[src/hdl/cbmwg_pkg.sv]
`timescale 1ns / 1ps
// ----------------------------------------------------------------------------
// Bank mapper package
// Types and constants shared by the front end, the queue and the back end.
// ----------------------------------------------------------------------------
package cbmwg_pkg;

    localparam int unsigned WRAM_BYTES  = 8192;
    localparam int unsigned WRAM_AW     = $clog2(WRAM_BYTES);
    localparam int unsigned DATA_W      = 8;
    localparam int unsigned ROM_AW      = 19;
    localparam int unsigned QUEUE_DEPTH = 4;

    // Result kind as seen on the output channel.
    typedef enum logic [2:0] {
        KIND_REG       = 3'd0,
        KIND_RAM_WRITE = 3'd1,
        KIND_RAM_READ  = 3'd2,
        KIND_OPEN_BUS  = 3'd3,
        KIND_PRG       = 3'd4,
        KIND_CHR       = 3'd5,
        KIND_IGNORED   = 3'd6
    } t_kind;

    // Work RAM operation left for the back end.
    typedef enum logic [1:0] {
        OP_NONE  = 2'd0,
        OP_WRITE = 2'd1,
        OP_READ  = 2'd2
    } t_op;

    typedef struct packed {
        t_op                 op;
        logic [WRAM_AW-1:0]  ram_addr;
        logic [DATA_W-1:0]   data;
        t_kind               kind;
        logic [ROM_AW-1:0]   rom_address;
        logic                mirror_vertical;
    } t_entry;

    typedef struct packed {
        logic full;
        logic empty;
    } t_queue_status;

    typedef struct packed {
        logic queue_full;
        logic ram_clearing;
    } t_hold;

endpackage

[src/hdl/cbmwg_queue.sv]
`timescale 1ns / 1ps
// ----------------------------------------------------------------------------
// Bank mapper queue
// Short first-in first-out buffer of decoded items between front and back.
// ----------------------------------------------------------------------------
module cbmwg_queue (
    input  logic                     i_clk,
    input  logic                     i_rst_n,
    input  logic                     i_push,
    input  cbmwg_pkg::t_entry        i_entry,
    input  logic                     i_pop,
    output cbmwg_pkg::t_entry        o_entry,
    output cbmwg_pkg::t_queue_status o_status
);

    localparam int unsigned PW = $clog2(cbmwg_pkg::QUEUE_DEPTH);
    localparam int unsigned CW = $clog2(cbmwg_pkg::QUEUE_DEPTH + 1);

    cbmwg_pkg::t_entry r_mem [cbmwg_pkg::QUEUE_DEPTH];
    logic [PW-1:0]     r_wr_ptr;
    logic [PW-1:0]     r_rd_ptr;
    logic [CW-1:0]     r_count;

    assign o_entry        = r_mem[r_rd_ptr];
    assign o_status.full  = (r_count == CW'(cbmwg_pkg::QUEUE_DEPTH));
    assign o_status.empty = (r_count == '0);

    always_ff @(posedge i_clk) begin
        if (i_push) begin
            r_mem[r_wr_ptr] <= i_entry;
        end
    end

    always_ff @(posedge i_clk) begin
        if (!i_rst_n) begin
            r_wr_ptr <= '0;
            r_rd_ptr <= '0;
            r_count  <= '0;
        end else begin
            if (i_push) begin
                r_wr_ptr <= r_wr_ptr + 1'b1;
            end
            if (i_pop) begin
                r_rd_ptr <= r_rd_ptr + 1'b1;
            end
            if (i_push && !i_pop) begin
                r_count <= r_count + 1'b1;
            end else if (i_pop && !i_push) begin
                r_count <= r_count - 1'b1;
            end
        end
    end

endmodule

[config.mk]
export PLATFORM = sky130hd
export DESIGN_NAME = cbmwg_queue
export DESIGN_NICKNAME = d
export VERILOG_FILES = /design/src/hdl/cbmwg_pkg.sv /design/src/hdl/cbmwg_queue.sv
export SDC_FILE = /design/constraint.sdc
export NUM_CORES = 1
export LEC_CHECK = 0
export ABC_AREA = 0
export BUFFER_PORTS_ARGS = -buffer_cell sky130_fd_sc_hd__buf_2
export CAP_MARGIN = 5
export CORE_MARGIN = 5
export CORE_UTILIZATION = 55
export DETAILED_ROUTE_END_ITERATION = 6
export MAX_ROUTING_LAYER = met4
export PLACE_DENSITY_LB_ADDON = 0.25
export SLEW_MARGIN = 10
export SYNTH_ARGS = -nofsm -noshare
export SYNTH_HDL_FRONTEND = slang
export SYNTH_SLANG_ARGS = --single-unit
[constraint.sdc]
create_clock -name i_clk -period 2.46 [get_ports i_clk]
set_input_delay 0.369 -clock i_clk [delete_from_list [all_inputs] [get_ports i_clk]]
set_output_delay 0.369 -clock i_clk [all_outputs]
set_load 0.03 [all_outputs]
==> results of run 1 <==
==> what timing repair did <==
action,in CTS,in global routing
setup buffers,0,4
resized for setup,0,0
endpoints found under the setup margin,0,2
==> report_power, final <==
group / internal [mW] / total, mW / switching (mW)
Clock: 1.38 / 2.46 / 1.08
Combinational: 0.353 / 0.908 / 0.555
Sequential: 3.77 / 3.82 / 0.0487
Total: 5.50 / 7.19 / 1.68
==> cell usage in the layout, fill, tap and decap left out, types with 2 or more instances in the layout <==
| cell | netlist | final |
|---|---|---|
| mux4_1 | 6 | 6 |
| nor2b_1 | 2 | 2 |
| buf_2 | 4 | 97 |
| and2_2 | 0 | 4 |
| buf_12 | 4 | 6 |
| clkbuf_16 | 0 | 17 |
| dfxtp_1 | 9 | 7 |
| ha_1 | 5 | 5 |
| mux4_2 | 40 | 40 |
| buf_4 | 0 | 7 |
| inv_1 | 4 | 4 |
| xnor2_1 | 2 | 2 |
| edfxtp_1 | 184 | 184 |
| clkinv_1 | 0 | 2 |
| clkbuf_1 | 0 | 4 |
| xor2_1 | 3 | 3 |
| mux2i_1 | 2 | 2 |
| and2_1 | 9 | 5 |
| clkinv_2 | 0 | 3 |
| clkinvlp_4 | 0 | 4 |
==> cell usage after synthesis <==
master    instances  area, um2
edfxtp_1        184       5530
mux4_2           40        901
and2_1            9       56.3
dfxtp_1           9        180
mux4_1            6        158
ha_1              5       62.6
buf_12            4       80.1
buf_2             4       20.0
inv_1             4       15.0
xor2_1            3       26.3
mux2i_1           2       20.0
nor2b_1           2       12.5
xnor2_1           2       17.5
a21boi_0          1       7.51
buf_6             1       11.3
clkbuf_2          1       5.00
fa_1              1       20.0
nand2_1           1       3.75
nor3_1            1       5.00
nor3b_1           1       7.51
o21ai_0           1       5.00
or3_1             1       6.26
==> flip-flops by register name, summed over array words and instances (netlist names), named ones only <==
register  flops
r_mem       184
r_count       3
r_rd_ptr      2
r_wr_ptr      2
==> area by class of cell <==
type                    count  area share [%]
diodes                      1          0.0296
clock buffers              21            5.21
clock inverters            11            1.08
inverters                   4           0.178
multi-input cells          76            15.6
flip-flops and latches    193            67.6
well taps                 172            2.55
repair buffers            110            7.79
==> worst reg2reg max path: cells and delay by family (launching register included) <==
family / cells / cell delay [ns]
AOI/OAI and AO/OA: 1 / 0.17
xor gates and xnor gates: 1 / 0.18
adders and majority gates: 1 / 0.44
DFF: 1 / 0.36
and+or+nand+nor: 1 / 0.31
==> cells by family after synthesis <==
family	after synthesis	share of synthesized area [%]
buffers and inverters	14	1.84
AOI/OAI and AO/OA	2	0.175
xor gates and xnor gates	5	0.613
and+or+nand+nor	15	1.28
adders and majority gates	6	1.16
DFF	193	79.8
muxes	48	15.1
==> per-layer routing <==
layer | up-vias | GRT usage [%] | part of all wire (%) | wire, um
met3 | 19 | 4.81 | 4.9 | 573
li1 | 1438 | - | - | -
met5 | - | - | 0 | 0
met2 | 76 | 26.6 | 52 | 6030
met4 | 0 | 7.39 | 1.8 | 212
met1 | 1668 | 21.1 | 42 | 4870
==> final timing paths <==
| check | from | to | slack, ns | cells past startpoint |
|---|---|---|---|---|
| worst max-delay path | flop | o_entry[12] | 0.28 | 3 |
| worst min-delay path | i_entry[30] | r_mem[2][30] | 0.16 | 1 |
| worst max register to register | r_count[0] | r_count[2] | 0.94 | 4 |
| worst min register to register | r_count[2] | r_count[2] | 0.52 | 2 |
==> impl_metrics.tcl, run 1 <==
set metrics [dict create \
    status "completed" \
    synthesis.area_mm2 0.00715 \
    crit_fanout 7 \
    synthToLayoutAreaGrowth_pct 18.2 \
    grt_pass1_wl_um 18000 \
    grt_pass1_vias 3401 \
    setup_viol 0 \
    end_kind "output port" \
    wl_um 11700 \
    cts_buffers 17 \
    p_leak_nw 2.89 \
    die_x_um 124 \
    track_usage_pct 17.0 \
    drtIter0Drc 252 \
    postSynthAreaPerCell_um2 25.2 \
    fin_tns_setup_ns 0 \
    cts.clk_slew.worst_paths_ns 0.06 \
    pre_cts_slack_ns 0.503 \
    synth-seq-cells 193 \
    rsz0062_at_grt "no" \
    viasPerCell 5.44 \
    finalCriticalPeriod_ns 2.18 \
    crit_chain "buf_4 > mux4_2 > buf_2" \
    cp-start-kind "flop" \
    post-route-period-util_pct 88.5 \
    layout_setup_ws_ns 0.282 \
    final_area_mm2 0.00845 \
    utilization_pct 66.7 \
    cp_num_buf_inv 2 \
    ant_nets 0 \
    postPlaceCellArea_mm2 0.00788 \
    coreArea_mm2 0.0127 \
    yosys_warnings 0 \
    wl_per_cell_um 19.9 \
    dieArea_mm2 0.0154 \
    drive_gt1_share_pct 43.9 \
    routabilityCongestion 0.724 \
    ios 98 \
    ctsHtreeMaxLevel 4 \
    max-vdd-ir-drop_uv 435 \
    netlist_instances 283 \
    cts_tree "done" \
    clockBufferDepth 2 \
    finalClockSkew_ns 0.00503 \
    cts.sinks 193 \
    path_class "reg -> out" \
    min_path_type "in -> reg" \
    max_freq_ghz 0.459 \
    io_buffers 97 \
    drcViolationCount 0 \
    place_inst 551 \
    final_cells 588 \
    crit_family "multiplexers" \
    grt_max_degree 47 \
    critPathMaxStageDelay_ns 0.55 \
    worst_ep_arrival_time_ns 1.81 \
    maxCapViolCount 0 \
    synth_nets 339 \
    die_h_um 124 \
    fillers 860 \
    ys_types 22 \
    drtPass1Iterations 4 \
    hold_buffers 0 \
    hold_slack_ns 0.159 \
    critPathRequiredTime_ns 2.09 \
    root_buffer "clkbuf_16" \
    p_per_area_mw_per_mm2 851 \
    initial_core_util_pct 56.4 \
    core.rowCount 41 \
    overflow 0 \
    routed-via-count 3201 \
    slowest_stage "mux4_2" \
    multi_input_area_mm2 0.00131 \
    timing.final.hold_violations 0 \
    clk_latency_ns 0.42 \
    ys_seq_area_share_pct 79.8 \
    seq_area_mm2 0.00571 \
    final_nets 458 \
    antenna_found_initial 1 \
    power.total_mw 7.19 \
    hpwl_um 6950 \
    tightest_slew_ns 0.417 \
    relSlewSlack_pct 72.2 \
    drv_slew 0 \
]
Note: power is estimated with default switching activity, not from simulation.
==> inputs of run 2 (changes only) <==
--- a/config.mk
+++ b/config.mk
@@ -8,7 +8,6 @@
 export ABC_AREA = 0
 export BUFFER_PORTS_ARGS = -buffer_cell sky130_fd_sc_hd__buf_2
 export CAP_MARGIN = 5
-export CORE_MARGIN = 5
 export CORE_UTILIZATION = 55
 export DETAILED_ROUTE_END_ITERATION = 6
 export MAX_ROUTING_LAYER = met4
==> constraint.sdc (replaced) <==
create_clock -name i_clk -period 2.61 [get_ports i_clk]
set_input_delay 0.3915 -clock i_clk [delete_from_list [all_inputs] [get_ports i_clk]]
set_output_delay 0.3915 -clock i_clk [all_outputs]
set_load 0.03 [all_outputs]
==> impl_metrics.tcl, run 2 (synthesis gave the netlist of run 1 again) <==
set metrics [dict create \
    p_leak_nw 2.92 \
    timing.final.hold_violations 0 \
    ios 98 \
    hold_slack_ns 0.182 \
    initial_core_util_pct 56.6 \
    grtUsageMet2_pct 28.8 \
    place_inst 553 \
    hpwl_um 7350 \
    hold_buffers 0 \
    overflow 0 \
    status "completed" \
    drcViolationCount 0 \
    final_cell_mix "edfxtp_1 (184), buf_2 (97), mux4_2 (40)" \
    io_buffers 97 \
    end_kind "output port" \
    fin_tns_setup_ns 0 \
    p_per_area_mw_per_mm2 834 \
    fillers 821 \
    routabilityCongestion 0.688 \
    path_class "reg -> out" \
    ant_nets 0 \
    cts_tree "done" \
    layout_setup_ws_ns 0.171 \
    routed-via-count 3217 \
    relSlewSlack_pct 70.2 \
    critPathRequiredTime_ns 2.22 \
    track_usage_pct 19.7 \
    power.total_mw 7.10 \
    final_common_cell "edfxtp_1" \
    maxCapViolCount 0 \
    grt_pass1_wl_um 17800 \
    synthToLayoutAreaGrowth_pct 19.1 \
    largestRegisters "r_mem (184), r_count (3)" \
    setup_viol 0 \
    finalClockSkew_ns 0.00573 \
    largest_register_ffs 184 \
    max-vdd-ir-drop_uv 479 \
    drtIter0Drc 206 \
    cts.clk_slew.worst_paths_ns 0.06 \
    finalCriticalPeriod_ns 2.44 \
    grt_max_degree 47 \
    tightest_slew_ns 0.447 \
    regMostFlops "r_mem" \
    cp-start-kind "flop" \
    ctsResizeCount 0 \
    clockBufferDepth 2 \
    core.rowCount 41 \
    clk_latency_ns 0.42 \
    rsz0062_at_grt "no" \
    max_freq_ghz 0.410 \
    min_path_type "in -> reg" \
    cts.sinks 193 \
    cts_setup_buffers 0 \
    worst_ep_arrival_time_ns 2.05 \
    grt_pass1_vias 3188 \
    final_cells 586 \
    final_nets 456 \
    root_buffer "clkbuf_16" \
    viasPerCell 5.49 \
    dieArea_mm2 0.0135 \
    grtUsageMet3_pct 6.43 \
    cts_buffers 17 \
    pre_cts_slack_ns 0.558 \
    ctsHtreeMaxLevel 4 \
    die_x_um 116 \
    wl_um 11800 \
    die_h_um 116 \
    antenna_found_initial 1 \
    busiest_layer "met2" \
    coreArea_mm2 0.0126 \
    drv_slew 0 \
    met1_usage_pct 26.4 \
    drive_gt1_share_pct 44.1 \
    crit_fanout 19 \
    drtPass1Iterations 4 \
    post-route-period-util_pct 93.4 \
    wl_per_cell_um 20.2 \
]
-- run 2: power by group --
part	total, mW	switching [mW]	internal, mW
clock	2.65	1.03	1.62
combinational	0.835	0.510	0.325
sequential	3.61	0.0589	3.55
total	7.10	1.60	5.50
-- run 2: final cells by class --
type / count / area, um2 / area share [%]
Antenna cell: 1 / 2.50 / 0.0294
Clock inverter: 11 / 161 / 1.90
Sequential cell: 193 / 5710 / 67.1
Timing Repair Buffer: 108 / 643 / 7.56
Inverter: 4 / 15.0 / 0.176
Multi-Input combinational cell: 76 / 1310 / 15.4
Tap cell: 172 / 215 / 2.53
Clock buffer: 21 / 450 / 5.29
-- run 2: critical path, stage by stage, from the launching register on --
cell and delay, ns:
dfxtp_4 0.58, buf_4 0.26, mux4_1 0.58, buf_2 0.20
-- run 2: path summary, 6_finish.rpt --
kind / startpoint / cells past startpoint / end / slack, ns
max: flop / 3 / o_entry[41] / 0.17
max reg2reg: r_wr_ptr[1] / 4 / r_mem[1][12] / 0.97
min: i_entry[19] / 1 / r_mem[1][19] / 0.18
min reg2reg: r_count[2] / 2 / r_count[2] / 0.53
-- run 2: stage by stage --
step | area (um2) | utilization, %
finish | 8510 | 67.4
global route | 8510 | 67.4
CTS | 8510 | 67.4
detailed placement | 7900 | 62.6
global placement | 7900 | 62.6
floorplan | 7150 | -
-- run 2: routing by layer --
metal,vias up,routed length (um)
li1,1431,-
met1,1674,5080
met2,99,5820
met3,13,756
met4,0,164
met5,-,0
==> inputs of run 3 (changes only) <==
--- a/config.mk
+++ b/config.mk
@@ -9,6 +9,7 @@
 export BUFFER_PORTS_ARGS = -buffer_cell sky130_fd_sc_hd__buf_2
 export CAP_MARGIN = 5
 export CORE_UTILIZATION = 55
+export CTS_BUF_LIST = sky130_fd_sc_hd__clkbuf_8
 export DETAILED_ROUTE_END_ITERATION = 6
 export MAX_ROUTING_LAYER = met4
 export PLACE_DENSITY_LB_ADDON = 0.25
==> impl_metrics.tcl, run 3 (synthesis gave the netlist of run 1 again) <==
set metrics [dict create \
    worst_ep_arrival_time_ns 1.93 \
    clockBufferDepth 2 \
    initial_core_util_pct 56.6 \
    rsz0062_at_grt "no" \
    ant_nets 0 \
    tightest_slew_ns 0.448 \
    viasPerCell 5.43 \
    p_per_area_mw_per_mm2 770 \
    wl_per_cell_um 19.8 \
    grt_max_degree 47 \
    synthToLayoutAreaGrowth_pct 17.4 \
    routabilityCongestion 0.688 \
    grt_pass1_vias 3162 \
    finalClockSkew_ns 0.00733 \
    path_class "reg -> out" \
    ios 98 \
    r2r_cells 4 \
    hpwl_um 7350 \
    crit_fanout 17 \
    max-vdd-ir-drop_uv 408 \
    hold-path-cell-count 1 \
    setup_viol 0 \
    p_leak_nw 2.89 \
    drtPass1Iterations 4 \
    critPathRequiredTime_ns 2.22 \
    fillers 843 \
    cts_buffers 17 \
    core.rowCount 41 \
    coreArea_mm2 0.0126 \
    wl_um 11800 \
    io_buffers 97 \
    antenna_found_initial 1 \
    cp-start-kind "flop" \
    max_freq_ghz 0.430 \
    status "completed" \
    maxCapViolCount 0 \
    final_cell_mix "edfxtp_1 (184), buf_2 (97), mux4_2 (40)" \
    min_path_type "in -> reg" \
    largestRegisters "r_mem (184), r_count (3)" \
    largest_register_ffs 184 \
    drv_slew 0 \
    drtIter0Drc 201 \
    track_usage_pct 19.6 \
    drive_gt1_share_pct 45.3 \
    end_kind "output port" \
    grt_pass1_wl_um 17700 \
    finalCriticalPeriod_ns 2.32 \
    post-route-period-util_pct 89.0 \
    dieArea_mm2 0.0135 \
    final_nets 465 \
    place_inst 553 \
    ctsHtreeMaxLevel 4 \
    ctsResizeCount 0 \
    root_buffer "clkbuf_8" \
    cts.sinks 193 \
    cts.clk_slew.worst_paths_ns 0.09 \
    die_x_um 116 \
    drcViolationCount 0 \
    relSlewSlack_pct 70.1 \
    final_common_cell "edfxtp_1" \
    regMostFlops "r_mem" \
    cts_tree "done" \
    routed-via-count 3232 \
    overflow 0 \
    clk_latency_ns 0.45 \
    final_cells 595 \
    fin_tns_setup_ns 0 \
    die_h_um 116 \
    timing.final.hold_violations 0 \
]
## run 3: cell count changes in the layout (fill, tap and decap cells not counted), sizes merged
cell,delta
buf,+9
inv,+3
clkbuf,-3
## run 3: worst paths after layout
| kind | endpoint | slack [ns] | startpoint |
|---|---|---|---|
| max reg2reg | r_mem[1][12] | 0.96 | r_wr_ptr[1] |
| min | r_mem[1][19] | 0.14 | i_entry[19] |
| max | o_entry[32] | 0.29 | flop |
| min reg2reg | r_count[2] | 0.53 | r_count[2] |
## run 3: timing repair
item / CTS / global route
buffers inserted: 0 / 9
hold buffers: 0 / 0
endpoints found under the setup margin: 0 / 2
## run 3: per-layer routing
layer	global-route usage (%)	vias up	part of all wire [%]
met5	-	-	0
met2	28.8	88	50
met4	9.15	0	1.9
li1	-	1445	-
met3	5.18	18	4.8
met1	25.9	1681	43
## run 3: power by group
group | internal [mW] | switching (mW)
clock | 1.05 | 0.947
sequential | 3.55 | 0.0511
combinational | 0.341 | 0.522
total | 4.94 | 1.52
## run 3: final cells by class
class                   count  area [um2]  area share (%)
multi-input cells          76        1310            15.7
clock buffers              18         248            2.95
repair buffers            117         711            8.47
diodes                      1        2.50          0.0298
well taps                 172         215            2.57
inverters                   4        15.0           0.179
clock inverters            14         173            2.06
flip-flops and latches    193        5710            68.1
## run 3: stage by stage
stage	hold WS [ns]	power [mW]	setup slack, ns	utilization, %	cell area, um2
after floorplan	0.472	4.26	0.559	-	7150
after global placement	0.492	4.50	0.602	62.6	7900
after detailed placement	0.527	4.53	0.558	62.6	7900
after CTS	0.116	6.49	0.0562	65.9	8320
after global routing	0.123	6.70	0.179	66.5	8390
final	0.142	6.46	0.286	66.5	8390
## run 3: critical path, stage by stage, from the launching register on
cell and delay [ns]:
dfxtp_4 0.47, buf_12 0.22, mux4_1 0.58, buf_2 0.20
