==> src/hdl/cbmwg_pkg.sv <==
`timescale 1ns / 1ps
// ----------------------------------------------------------------------------
// Bank mapper package
// Types and constants shared by the front end, the queue and the back end.
// ----------------------------------------------------------------------------
package cbmwg_pkg;

    localparam int unsigned WRAM_BYTES  = 8192;
    localparam int unsigned WRAM_AW     = $clog2(WRAM_BYTES);
    localparam int unsigned DATA_W      = 8;
    localparam int unsigned ROM_AW      = 19;
    localparam int unsigned QUEUE_DEPTH = 4;

    // Result kind as seen on the output channel.
    typedef enum logic [2:0] {
        KIND_REG       = 3'd0,
        KIND_RAM_WRITE = 3'd1,
        KIND_RAM_READ  = 3'd2,
        KIND_OPEN_BUS  = 3'd3,
        KIND_PRG       = 3'd4,
        KIND_CHR       = 3'd5,
        KIND_IGNORED   = 3'd6
    } t_kind;

    // Work RAM operation left for the back end.
    typedef enum logic [1:0] {
        OP_NONE  = 2'd0,
        OP_WRITE = 2'd1,
        OP_READ  = 2'd2
    } t_op;

    typedef struct packed {
        t_op                 op;
        logic [WRAM_AW-1:0]  ram_addr;
        logic [DATA_W-1:0]   data;
        t_kind               kind;
        logic [ROM_AW-1:0]   rom_address;
        logic                mirror_vertical;
    } t_entry;

    typedef struct packed {
        logic full;
        logic empty;
    } t_queue_status;

    typedef struct packed {
        logic queue_full;
        logic ram_clearing;
    } t_hold;

endpackage

==> src/hdl/cbmwg_front.sv <==
`timescale 1ns / 1ps
// ----------------------------------------------------------------------------
// Bank mapper front end
// Accepts bus accesses, holds the bank, key and control registers, and turns
// each access into a queue entry with its kind and ROM address.
// ----------------------------------------------------------------------------
module cbmwg_front (
    input  logic                       i_clk,
    input  logic                       i_rst_n,
    input  logic                       i_in_valid,
    input  logic [1:0]                 i_in_func,
    input  logic [15:0]                i_in_address,
    input  logic [7:0]                 i_in_write_data,
    input  logic [7:0]                 i_in_open_bus_data,
    output logic                       o_in_stall,
    input  logic                       i_cfg_we,
    input  logic [1:0]                 i_cfg_index,
    input  logic [7:0]                 i_cfg_data,
    input  cbmwg_pkg::t_hold           i_hold,
    output logic                       o_push,
    output cbmwg_pkg::t_entry          o_entry
);

    localparam logic [1:0] FUNC_WRITE = 2'd0;
    localparam logic [1:0] FUNC_READ  = 2'd1;
    localparam logic [1:0] FUNC_FETCH = 2'd2;

    localparam logic [1:0] CFG_BANK_ORDER = 2'd0;
    localparam logic [1:0] CFG_PRG_MASK   = 2'd1;
    localparam logic [1:0] CFG_CHR_MASK   = 2'd2;

    localparam logic [3:0] SLOT_CHR_FIRST = 4'h0;
    localparam logic [3:0] SLOT_CHR_LAST  = 4'h5;
    localparam logic [3:0] SLOT_CONTROL   = 4'h6;
    localparam logic [3:0] SLOT_KEY_FIRST = 4'h7;
    localparam logic [3:0] SLOT_KEY_LAST  = 4'h9;
    localparam logic [3:0] SLOT_PRG_FIRST = 4'hA;
    localparam logic [3:0] SLOT_PRG_LAST  = 4'hC;

    localparam logic [7:0] KEY_LOW  = 8'hCA;
    localparam logic [7:0] KEY_MID  = 8'h69;
    localparam logic [7:0] KEY_HIGH = 8'h84;

    localparam logic [11:0] REG_WINDOW     = 12'h7EF;
    localparam logic [15:0] WRAM_BASE      = 16'h6000;
    localparam logic [15:0] WRAM_OPEN_BASE = 16'h7400;
    localparam logic [15:0] PPU_LIMIT      = 16'h2000;

    localparam logic [7:0] PRG_MASK_RESET = 8'd15;
    localparam logic [7:0] CHR_MASK_RESET = 8'd127;

    logic [7:0] r_chr_bank [6];
    logic [7:0] r_prg_bank [3];
    logic [7:0] r_guard_key [3];
    logic [1:0] r_control;
    logic       r_bank_order_reversed;
    logic [5:0] r_prg_bank_mask;
    logic [7:0] r_chr_bank_mask;

    logic              w_accept;
    logic              w_reg_we;
    logic [3:0]        w_slot;
    logic [1:0]        w_key_idx;
    logic [1:0]        w_prg_idx;
    logic              w_guard_open;
    logic [7:0]        w_prg_reg;
    logic [5:0]        w_prg_num;
    logic              w_chr_high;
    logic [2:0]        w_chr_idx;
    logic [7:0]        w_chr_reg;
    logic [7:0]        w_chr_num;
    cbmwg_pkg::t_entry w_entry;

    function automatic logic [5:0] prg_number(input logic rev, input logic [7:0] v);
        if (rev) begin
            return {v[0], v[1], v[2], v[3], v[4], v[5]};
        end
        return v[7:2];
    endfunction

    assign o_in_stall = i_hold.queue_full | i_hold.ram_clearing;
    assign w_accept   = i_in_valid & ~o_in_stall;
    assign o_push     = w_accept;

    assign w_slot    = i_in_address[3:0];
    assign w_key_idx = 2'(w_slot - SLOT_KEY_FIRST);
    assign w_prg_idx = 2'(w_slot - SLOT_PRG_FIRST);

    // Each guarded slice of the work RAM opens on its own key.
    assign w_guard_open =
        (i_in_address[15:11] == 5'b01100 && r_guard_key[0] == KEY_LOW) ||
        (i_in_address[15:11] == 5'b01101 && r_guard_key[1] == KEY_MID) ||
        (i_in_address[15:10] == 6'b011100 && r_guard_key[2] == KEY_HIGH);

    // The window at 0xE000 is pinned to the last bank.
    always_comb begin
        case (i_in_address[14:13])
            2'd0:    w_prg_reg = r_prg_bank[0];
            2'd1:    w_prg_reg = r_prg_bank[1];
            2'd2:    w_prg_reg = r_prg_bank[2];
            default: w_prg_reg = '0;
        endcase
        if (i_in_address[14:13] == 2'd3) begin
            w_prg_num = 6'h3F;
        end else begin
            w_prg_num = prg_number(r_bank_order_reversed, w_prg_reg);
        end
    end

    // Lower half uses 2 KB banks, upper half 1 KB banks; control bit 1 swaps halves.
    assign w_chr_high = i_in_address[12] ^ r_control[1];
    assign w_chr_idx  = w_chr_high ? 3'(3'd2 + {1'b0, i_in_address[11:10]})
                                   : {2'b00, i_in_address[11]};
    assign w_chr_reg  = r_chr_bank[w_chr_idx];
    assign w_chr_num  = w_chr_high ? w_chr_reg : {w_chr_reg[7:1], i_in_address[10]};

    always_comb begin
        w_entry                 = '0;
        w_entry.op              = cbmwg_pkg::OP_NONE;
        w_entry.ram_addr        = i_in_address[cbmwg_pkg::WRAM_AW-1:0];
        w_entry.kind            = cbmwg_pkg::KIND_IGNORED;
        w_entry.mirror_vertical = r_control[0];
        w_reg_we                = 1'b0;
        case (i_in_func)
            FUNC_WRITE: begin
                if (i_in_address[15:4] == REG_WINDOW) begin
                    if (w_slot <= SLOT_PRG_LAST) begin
                        w_entry.kind = cbmwg_pkg::KIND_REG;
                        w_reg_we     = 1'b1;
                        if (w_slot == SLOT_CONTROL) begin
                            w_entry.mirror_vertical = i_in_write_data[0];
                        end
                    end
                end else if (w_guard_open) begin
                    w_entry.op   = cbmwg_pkg::OP_WRITE;
                    w_entry.kind = cbmwg_pkg::KIND_RAM_WRITE;
                    w_entry.data = i_in_write_data;
                end
            end
            FUNC_READ: begin
                if (i_in_address[15]) begin
                    w_entry.kind        = cbmwg_pkg::KIND_PRG;
                    w_entry.rom_address = {w_prg_num & r_prg_bank_mask,
                                           i_in_address[12:0]};
                end else if (i_in_address >= WRAM_OPEN_BASE || w_guard_open) begin
                    w_entry.op   = cbmwg_pkg::OP_READ;
                    w_entry.kind = cbmwg_pkg::KIND_RAM_READ;
                end else if (i_in_address >= WRAM_BASE) begin
                    w_entry.kind = cbmwg_pkg::KIND_OPEN_BUS;
                    w_entry.data = i_in_open_bus_data;
                end
            end
            FUNC_FETCH: begin
                if (i_in_address < PPU_LIMIT) begin
                    w_entry.kind        = cbmwg_pkg::KIND_CHR;
                    w_entry.rom_address = {1'b0, w_chr_num & r_chr_bank_mask,
                                           i_in_address[9:0]};
                end
            end
            default: begin
            end
        endcase
    end

    assign o_entry = w_entry;

    always_ff @(posedge i_clk) begin
        if (!i_rst_n) begin
            for (int i = 0; i < 6; i++) begin
                r_chr_bank[i] <= '0;
            end
            for (int i = 0; i < 3; i++) begin
                r_prg_bank[i]  <= '0;
                r_guard_key[i] <= '0;
            end
            r_control             <= '0;
            r_bank_order_reversed <= 1'b0;
            r_prg_bank_mask       <= PRG_MASK_RESET[5:0];
            r_chr_bank_mask       <= CHR_MASK_RESET;
        end else begin
            if (w_accept && w_reg_we) begin
                case (w_slot) inside
                    [SLOT_CHR_FIRST:SLOT_CHR_LAST]: r_chr_bank[w_slot[2:0]] <= i_in_write_data;
                    SLOT_CONTROL:                   r_control <= i_in_write_data[1:0];
                    [SLOT_KEY_FIRST:SLOT_KEY_LAST]: r_guard_key[w_key_idx] <= i_in_write_data;
                    [SLOT_PRG_FIRST:SLOT_PRG_LAST]: r_prg_bank[w_prg_idx] <= i_in_write_data;
                    default: begin
                    end
                endcase
            end
            if (i_cfg_we) begin
                case (i_cfg_index)
                    CFG_BANK_ORDER: r_bank_order_reversed <= i_cfg_data[0];
                    CFG_PRG_MASK:   r_prg_bank_mask <= i_cfg_data[5:0];
                    CFG_CHR_MASK:   r_chr_bank_mask <= i_cfg_data;
                    default: begin
                    end
                endcase
            end
        end
    end

endmodule

==> config.mk <==
export PLATFORM = sky130hd
export DESIGN_NAME = cbmwg_front
export DESIGN_NICKNAME = d
export VERILOG_FILES = /design/src/hdl/cbmwg_pkg.sv /design/src/hdl/cbmwg_front.sv
export SDC_FILE = /design/constraint.sdc
export NUM_CORES = 1
export LEC_CHECK = 0
export BUFFER_PORTS_ARGS = -buffer_cell sky130_fd_sc_hd__buf_2
export CAP_MARGIN = 20
export CORE_UTILIZATION = 35
export DETAILED_ROUTE_END_ITERATION = 6
export PLACE_DENSITY = 0.64
export SLEW_MARGIN = 25
export SYNTH_ARGS = -nofsm -noshare
export SYNTH_HDL_FRONTEND = slang
export SYNTH_SLANG_ARGS = --single-unit
==> constraint.sdc <==
create_clock -name i_clk -period 2.9 [get_ports i_clk]
set_input_delay 0.145 -clock i_clk [delete_from_list [all_inputs] [get_ports i_clk]]
set_output_delay 0.145 -clock i_clk [all_outputs]
set_load 0.005 [all_outputs]
==> summary.txt, run 1 <==
Run status
  – Status: finished, final reports clean

Cells and area
  – Multi-input gate area: ~0.0025 mm^2
  – Register Area: between 0.003 and 0.004 mm^2
  – Fin nets: about 650
  – Commonest non-fill, non-tap cells in the layout: 97 x buf_2, 94 x edfxtp_1, 59 x and2_1
  – Filler cells: 1,565
  – Share of cells above drive strength 1: 0.318
  – Layout area overhead: 15.5%
  – Finished Cell Area: 0.00689 mm^2
  – Number of inserted diodes: 0
  – Most common cell after layout, fill and taps aside: buf_2

Critical path
  – Kind of critical path: register to output pin
  – Worst path slowest cell: a31oi_2
  – Data arrival, critical path: ~2.3 ns
  – CP cell instances: nand4bb_1, or4_1, a31oi_2, a22o_1, buf_2
  – Startpoint types: register
  – Crit path buffers/inverters: 1
  – CP peak stage delay: about 0.55 ns
  – Crit. path cell count: 5
  – Crit end category: output pin
  – CP delay by family, top: compound AO/OA/AOI/OAI gates
  – Worst EP required: 2.76 ns
  – Reg2reg path depth: 4
  – Critical Path Fanout Max: 10

Clock tree
  – Inserted Clock Buffers: 9
  – CTS tree: yes
  – H-tree levels: 3
  – Post-CTS resize count: 0
  – Clk slew on worst S/H paths: 0.07 ns
  – Clock Sinks: 111
  – Worst skew pair latency: approximately 0.35 ns
  – Post CTS Setup Buffer Count: 0
  – Root buf cell: clkbuf_16
  – Longest Clk Path Bufs: 2

Logic synthesis
  – Leading area contributor after synthesis: edfxtp_1
  – Post-synth ARST share: 0
  – Syn avg cell area: ~12 um^2
  – Syn_nets: 561
  – Mapped Area: between 0.005 and 0.006 mm^2
  – Synth area leaders: edfxtp_1 47%, and2_1 6.2%, dfxtp_1 5.7%
  – Sequential share of the synthesized area: 0.530
  – Synth cell types: 60
  – Post-synthesis cell count: just over 500
  – Yosys top cell area share: 0.473
  – Yosys warns: 0
  – Post-synth EDFFs: 94
  – Prevailing post-synth register cell: edfxtp_1
  – Synth Register Bits: roughly 110

Hold path
  – Hold path depth: 3
  – Min-Delay Path Class: primary input to register

Timing
  – Worst hold slack: between 0.02 and 0.025 ns
  – Max-slew violations: 0
  – Post-route minimum period: between 2 and 2.5 ns
  – Post-route clock skew: 0 ns
  – Period utilization: 0.856
  – Setup Viol. Count Final: 0
  – Fin worst setup slack: 0.416 ns
  – Final Hold Vio Count: 0
  – Slew HR: 0.474
  – Setup TNS: 0 ns
  – Slew at the pin closest to its max-slew limit: around 0.8 ns
  – Unrepaired setup endpoints after global routing: false
  – Maximum clock frequency: ~400 MHz

Global routing
  – GR peak layer: met2
  – Initial antenna violation count: 0
  – M3 GR Usage: 0.0383
  – Vias in the first global route: between 4,000 and 5,000
  – Gr ovfl total: 0
  – Met2 usage: 0.290
  – Tot GR Track Use: 0.179
  – First-pass GRT wire length: approximately 24 mm
  – Largest net degree at the start of global routing: 32
  – Grt met1 use: 0.238

Floorplanning
  – DIE AREA: around 0.018 mm^2
  – Die height: approximately 130 um
  – Core area: between 0.015 and 0.02 mm^2
  – Num ports: just under 100
  – Site row count: 47
  – Chip Width: about 130 um
  – Initial core utilization: 0.359

Pwr
  – Pwr Density: slightly below 500 mW/mm^2
  – Peak VDD IR: ~0.32 mV
  – Total power: ~3.3 mW
  – Leakage power: about 2.6 nW

Placed design
  – Placed Area: roughly 0.0066 mm^2
  – # port buffers: 97
  – Place WS: around 0.42 ns
  – DP Wirelength: between 10 and 15 mm
  – GP Congestion: 0.824

Routing
  – DRC errors left: 0
  – Total wire length: around 15 mm
  – Via count: 4,411
  – DR WL/cell: around 18 um
  – Drt via density: around 5.4
  – Initial DRC Count: 342
  – Pre-Repair DR Iteration Count: 6
  – Post-route antenna net violation count: 0

Job
  – Max cap viols: 0
through the flow:
step / utilization / std cells
floorplan: - / 507
CTS: 0.414 / 817
global placement: 0.397 / 801
global route: 0.414 / 817
finish: 0.414 / 817
detailed placement: 0.397 / 801
where the power goes:
group	internal [mW]	switching, mW
sequential	1.80	0.0268
combinational	0.133	0.221
clock	0.582	0.582
total	2.51	0.829
flip-flops by register name (all words and copies together) (netlist names):
name and flops:
r_prg_bank_mask 6, r_control 2, r_prg_bank 24, r_chr_bank_mask 8, r_bank_order_reversed 1, r_guard_key 24
r_chr_bank 46
cell type report:
cell class	instances	area share
Clock buffer	9	0.0327
Inverter	16	0.00871
Sequential cell	111	0.459
Multi-Input combinational cell	338	0.361
Timing Repair Buffer	117	0.0926
Tap cell	220	0.0399
Clock inverter	6	0.00653
worst min-delay path: cells and delay by family:
kind	cells	cell delay, ns
buf+inv	1	0.09
mux	1	0.06
simple gates	1	0.05
kinds of logic (layout without fill, tap and decap cells):
logic type | after synthesis | after routing | synth area share
buffers and inverters | 58 | 148 | 0.0530
AOI/OAI and AO/OA | 64 | 64 | 0.0778
and+or+nand+nor | 234 | 234 | 0.256
adders and majority gates | 4 | 4 | 0.00839
xor gates and xnor gates | 2 | 2 | 0.00294
muxes | 34 | 34 | 0.0719
DFF | 111 | 111 | 0.530
layer usage:
layer | wire length [um] | vias to the layer above
li1 | - | 2036
met1 | 6690 | 2173
met2 | 7130 | 184
met3 | 943 | 18
met4 | 282 | 0
met5 | 0 | -
cells in the mapped netlist, types with 3 or more instances:
cell type  instances
a21boi_0           5
a21oi_1           10
a22o_1            11
and2_1            59
buf_1              4
buf_2              7
buf_4             14
buf_6              5
clkbuf_1          12
dfxtp_1           17
edfxtp_1          94
ha_1               4
inv_1             16
mux2_2            11
mux2i_1           17
mux4_2             6
nand2_1           31
nand2b_1           7
nand3_1           24
nand3b_1          10
nand4_1            4
nor2_1             8
nor2b_1            6
nor3_1            23
nor3_2            24
nor4_1             7
nor4b_1            4
o211ai_1           6
o21ai_0           16
o31ai_1            3
or2_2              3
or4_1              3
what timing repair did:
action                                  in CTS  in global routing
hold buffers                                 1                  0
endpoints found under the hold margin        1                  0
endpoints found under the setup margin       0                  0
final timing paths:
check / startpoint / endpoint / slack [ns]
setup / recovery: r_guard_key[0][5] / o_entry[23] / 0.42
hold / removal: i_cfg_data[1] / r_prg_bank_mask[1] / 0.02
setup reg to reg: r_bank_order_reversed / r_bank_order_reversed / 1.98
hold reg to reg: r_control[0] / r_control[0] / 0.46
Note: power is estimated with default switching activity, not from simulation.
==> inputs of run 2 (changes only) <==
--- a/config.mk
+++ b/config.mk
@@ -7,9 +7,12 @@
 export LEC_CHECK = 0
 export BUFFER_PORTS_ARGS = -buffer_cell sky130_fd_sc_hd__buf_2
 export CAP_MARGIN = 20
+export CELL_PAD_IN_SITES_DETAIL_PLACEMENT = 1
+export CELL_PAD_IN_SITES_GLOBAL_PLACEMENT = 1
 export CORE_UTILIZATION = 35
 export DETAILED_ROUTE_END_ITERATION = 6
-export PLACE_DENSITY = 0.64
+export PLACE_DENSITY = 0.75
+export REMOVE_ABC_BUFFERS = 1
 export SLEW_MARGIN = 25
 export SYNTH_ARGS = -nofsm -noshare
 export SYNTH_HDL_FRONTEND = slang
==> run 2 against run 1 <==
- global-route usage up 1.5 points
- clock power increased by 16%
- largest power group unchanged
- power is 5.5% higher
- worst hold slack worse by 0.013 ns
- core utilization rose by 0.31 points
- clock-buffer cell count is the same
==> summary.txt, run 2 (synthesis gave the netlist of run 1 again) <==
Timing
  – Post-route minimum period: 2.62 ns (+0.141 ns)
  – Period utilization: 0.905 (+0.0485)
  – Final Hold Vio Count: 0 (unchanged)
  – Unrepaired setup endpoints after global routing: false
  – Setup TNS: 0 ns (unchanged)
  – Fin worst setup slack: 0.275 ns (-0.141 ns)
  – Max-slew violations: 0 (unchanged)
  – Slew at the pin closest to its max-slew limit: 0.802 ns (+0.0135 ns)
  – Setup Viol. Count Final: 0 (unchanged)
  – Maximum clock frequency: 381 MHz (-5.4%)
  – Slew HR: 0.465 (-0.00903)
  – Post-route clock skew: 0 ns (unchanged)

Clock tree
  – CTS tree: yes
  – Post-CTS resize count: 0 (unchanged)
  – Post CTS Setup Buffer Count: 0 (unchanged)
  – Longest Clk Path Bufs: 2 (unchanged)
  – Cts hold-fix bufs: 0 (-1)
  – Clk slew on worst S/H paths: 0.08 ns (about the same)
  – Root buf cell: clkbuf_16
  – H-tree levels: 3 (unchanged)
  – Worst skew pair latency: 0.35 ns (about the same)
  – Inserted Clock Buffers: 9 (unchanged)
  – Clock Sinks: 111 (unchanged)

Cells and area
  – Finished Cell Area: 0.00695 mm^2 (+0.74%)
  – Filler cells: 1,833 (+17%)
  – Max reg flops: 46 (unchanged)
  – Top flop regs: r_chr_bank (46), r_guard_key (24), r_prg_bank (24)
  – Fin nets: 648 (+0.15%)
  – Number of inserted diodes: 0 (unchanged)
  – Layout area overhead: 16.4%
  – Share of cells above drive strength 1: 0.321 (+0.00281)
  – Commonest non-fill, non-tap cells in the layout: 97 x buf_2, 94 x edfxtp_1, 59 x and2_1
  – Most common cell after layout, fill and taps aside: buf_2
  – Biggest register: r_chr_bank

Run status
  – Status: finished, final reports clean

Floorplanning
  – Core area: 0.0166 mm^2 (unchanged)
  – Die height: 133 um (unchanged)
  – Chip Width: 133 um (unchanged)
  – Num ports: 98 (unchanged)
  – Site row count: 47 (unchanged)
  – Initial core utilization: 0.359 (unchanged)
  – DIE AREA: 0.0176 mm^2 (unchanged)

Routing
  – DRC errors left: 0 (unchanged)
  – Pre-Repair DR Iteration Count: 4 (-2)
  – DR WL/cell: 20.0 um (+8.4%)
  – Via count: 4,347 (-1.5%)
  – Post-route antenna net violation count: 0 (unchanged)
  – Initial DRC Count: 224 (-35%)
  – Total wire length: 16.3 mm (+8.6%)
  – Drt via density: 5.31 (-1.6%)

Pwr
  – Leakage power: 2.63 nW (+1.6%)
  – Peak VDD IR: 0.255 mV (-21%)
  – Pwr Density: 508 mW/mm^2 (+4.7%)
  – Total power: 3.53 mW (+5.5%)

Global routing
  – Tot GR Track Use: 0.194 (+0.0153)
  – Gr ovfl total: 0 (unchanged)
  – First-pass GRT wire length: 25.6 mm (+8.1%)
  – Initial antenna violation count: 0 (unchanged)
  – Vias in the first global route: 4,593 (+8.2%)
  – Largest net degree at the start of global routing: 32 (unchanged)

Placed design
  – # port buffers: 97 (unchanged)
  – GP Congestion: 0.789 (-4.2%)
  – DP Wirelength: 12.1 mm (+10%)
  – Placed Area: 0.00663 mm^2 (+0.23%)
  – Place WS: 0.404 ns (-0.0185 ns)

Job
  – Max cap viols: 0 (unchanged)

Critical path
  – Launching point of the worst reg2reg path: r_bank_order_reversed
  – Crit path to: o_entry[25]
  – Data arrival, critical path: 2.48 ns (+0.14 ns)
  – Reg-to-reg slack, setup: 1.93 ns (-0.05 ns)
  – Worst EP required: 2.76 ns (about the same)
  – Worst setup path start: r_guard_key[2][5]
  – Startpoint types: register
  – Reg2reg path depth: 4 (unchanged)
  – Crit end category: output pin
  – Kind of critical path: register to output pin
  – Critical Path Fanout Max: 10 (unchanged)
  – FF-to-FF End: r_bank_order_reversed

Hold path
  – Min-Delay Path Class: primary input to register
==> run 2: critical path: stages, from the launching register on <==
cell,delay [ns]
edfxtp_1,0.37
nor4b_1,0.69
nand3_1,0.24
a31oi_2,0.48
a22o_1,0.23
buf_2,0.11
==> run 2: where the power goes <==
group          switching [mW]  total [mW]  leakage, nW  internal, mW
logic                   0.222       0.355         1.45         0.133
registers              0.0289        1.83         1.03          1.80
clock network           0.583        1.34        0.157         0.761
total                   0.834        3.53         2.63          2.69
==> run 2: how the worst min path moves through the flow <==
stage	start	cells after the start	to
floorplan	i_rst_n	1	r_prg_bank_mask[0]
global placement	i_cfg_data[6]	3	r_chr_bank_mask[6]
detailed placement	i_cfg_data[6]	3	r_chr_bank_mask[6]
CTS	i_cfg_data[6]	3	r_chr_bank_mask[6]
global route	i_cfg_data[6]	3	r_chr_bank_mask[6]
finish	i_cfg_data[6]	3	r_chr_bank_mask[6]
==> run 2: layout make-up <==
type                            instances  area (um^2)  share of cell area
Multi-Input combinational cell        338         2490               0.358
Inverter                               16         60.1             0.00865
Tap cell                              220          275              0.0396
Sequential cell                       111         3160               0.455
Clock inverter                          6         91.3              0.0132
Timing Repair Buffer                  118          643              0.0926
Clock buffer                            9          225              0.0324
==> run 2: metal layers <==
| metal | up-vias | track usage | wire length [um] |
|---|---|---|---|
| met5 | - | 0 | 0 |
| met4 | 0 | 0.0670 | 280 |
| met3 | 21 | 0.0310 | 732 |
| met2 | 123 | 0.347 | 8400 |
| met1 | 2163 | 0.236 | 6920 |
| li1 | 2040 | - | - |
==> run 2: metrics by stage <==
stage / instances / util / hold WS [ns]
after floorplan: 465 / - / 0.207
after global placement: 803 / 0.398 / 0.358
after detailed placement: 803 / 0.398 / 0.382
after CTS: 818 / 0.417 / 0.00694
after global routing: 818 / 0.417 / 0.0303
final: 818 / 0.417 / 0.00758
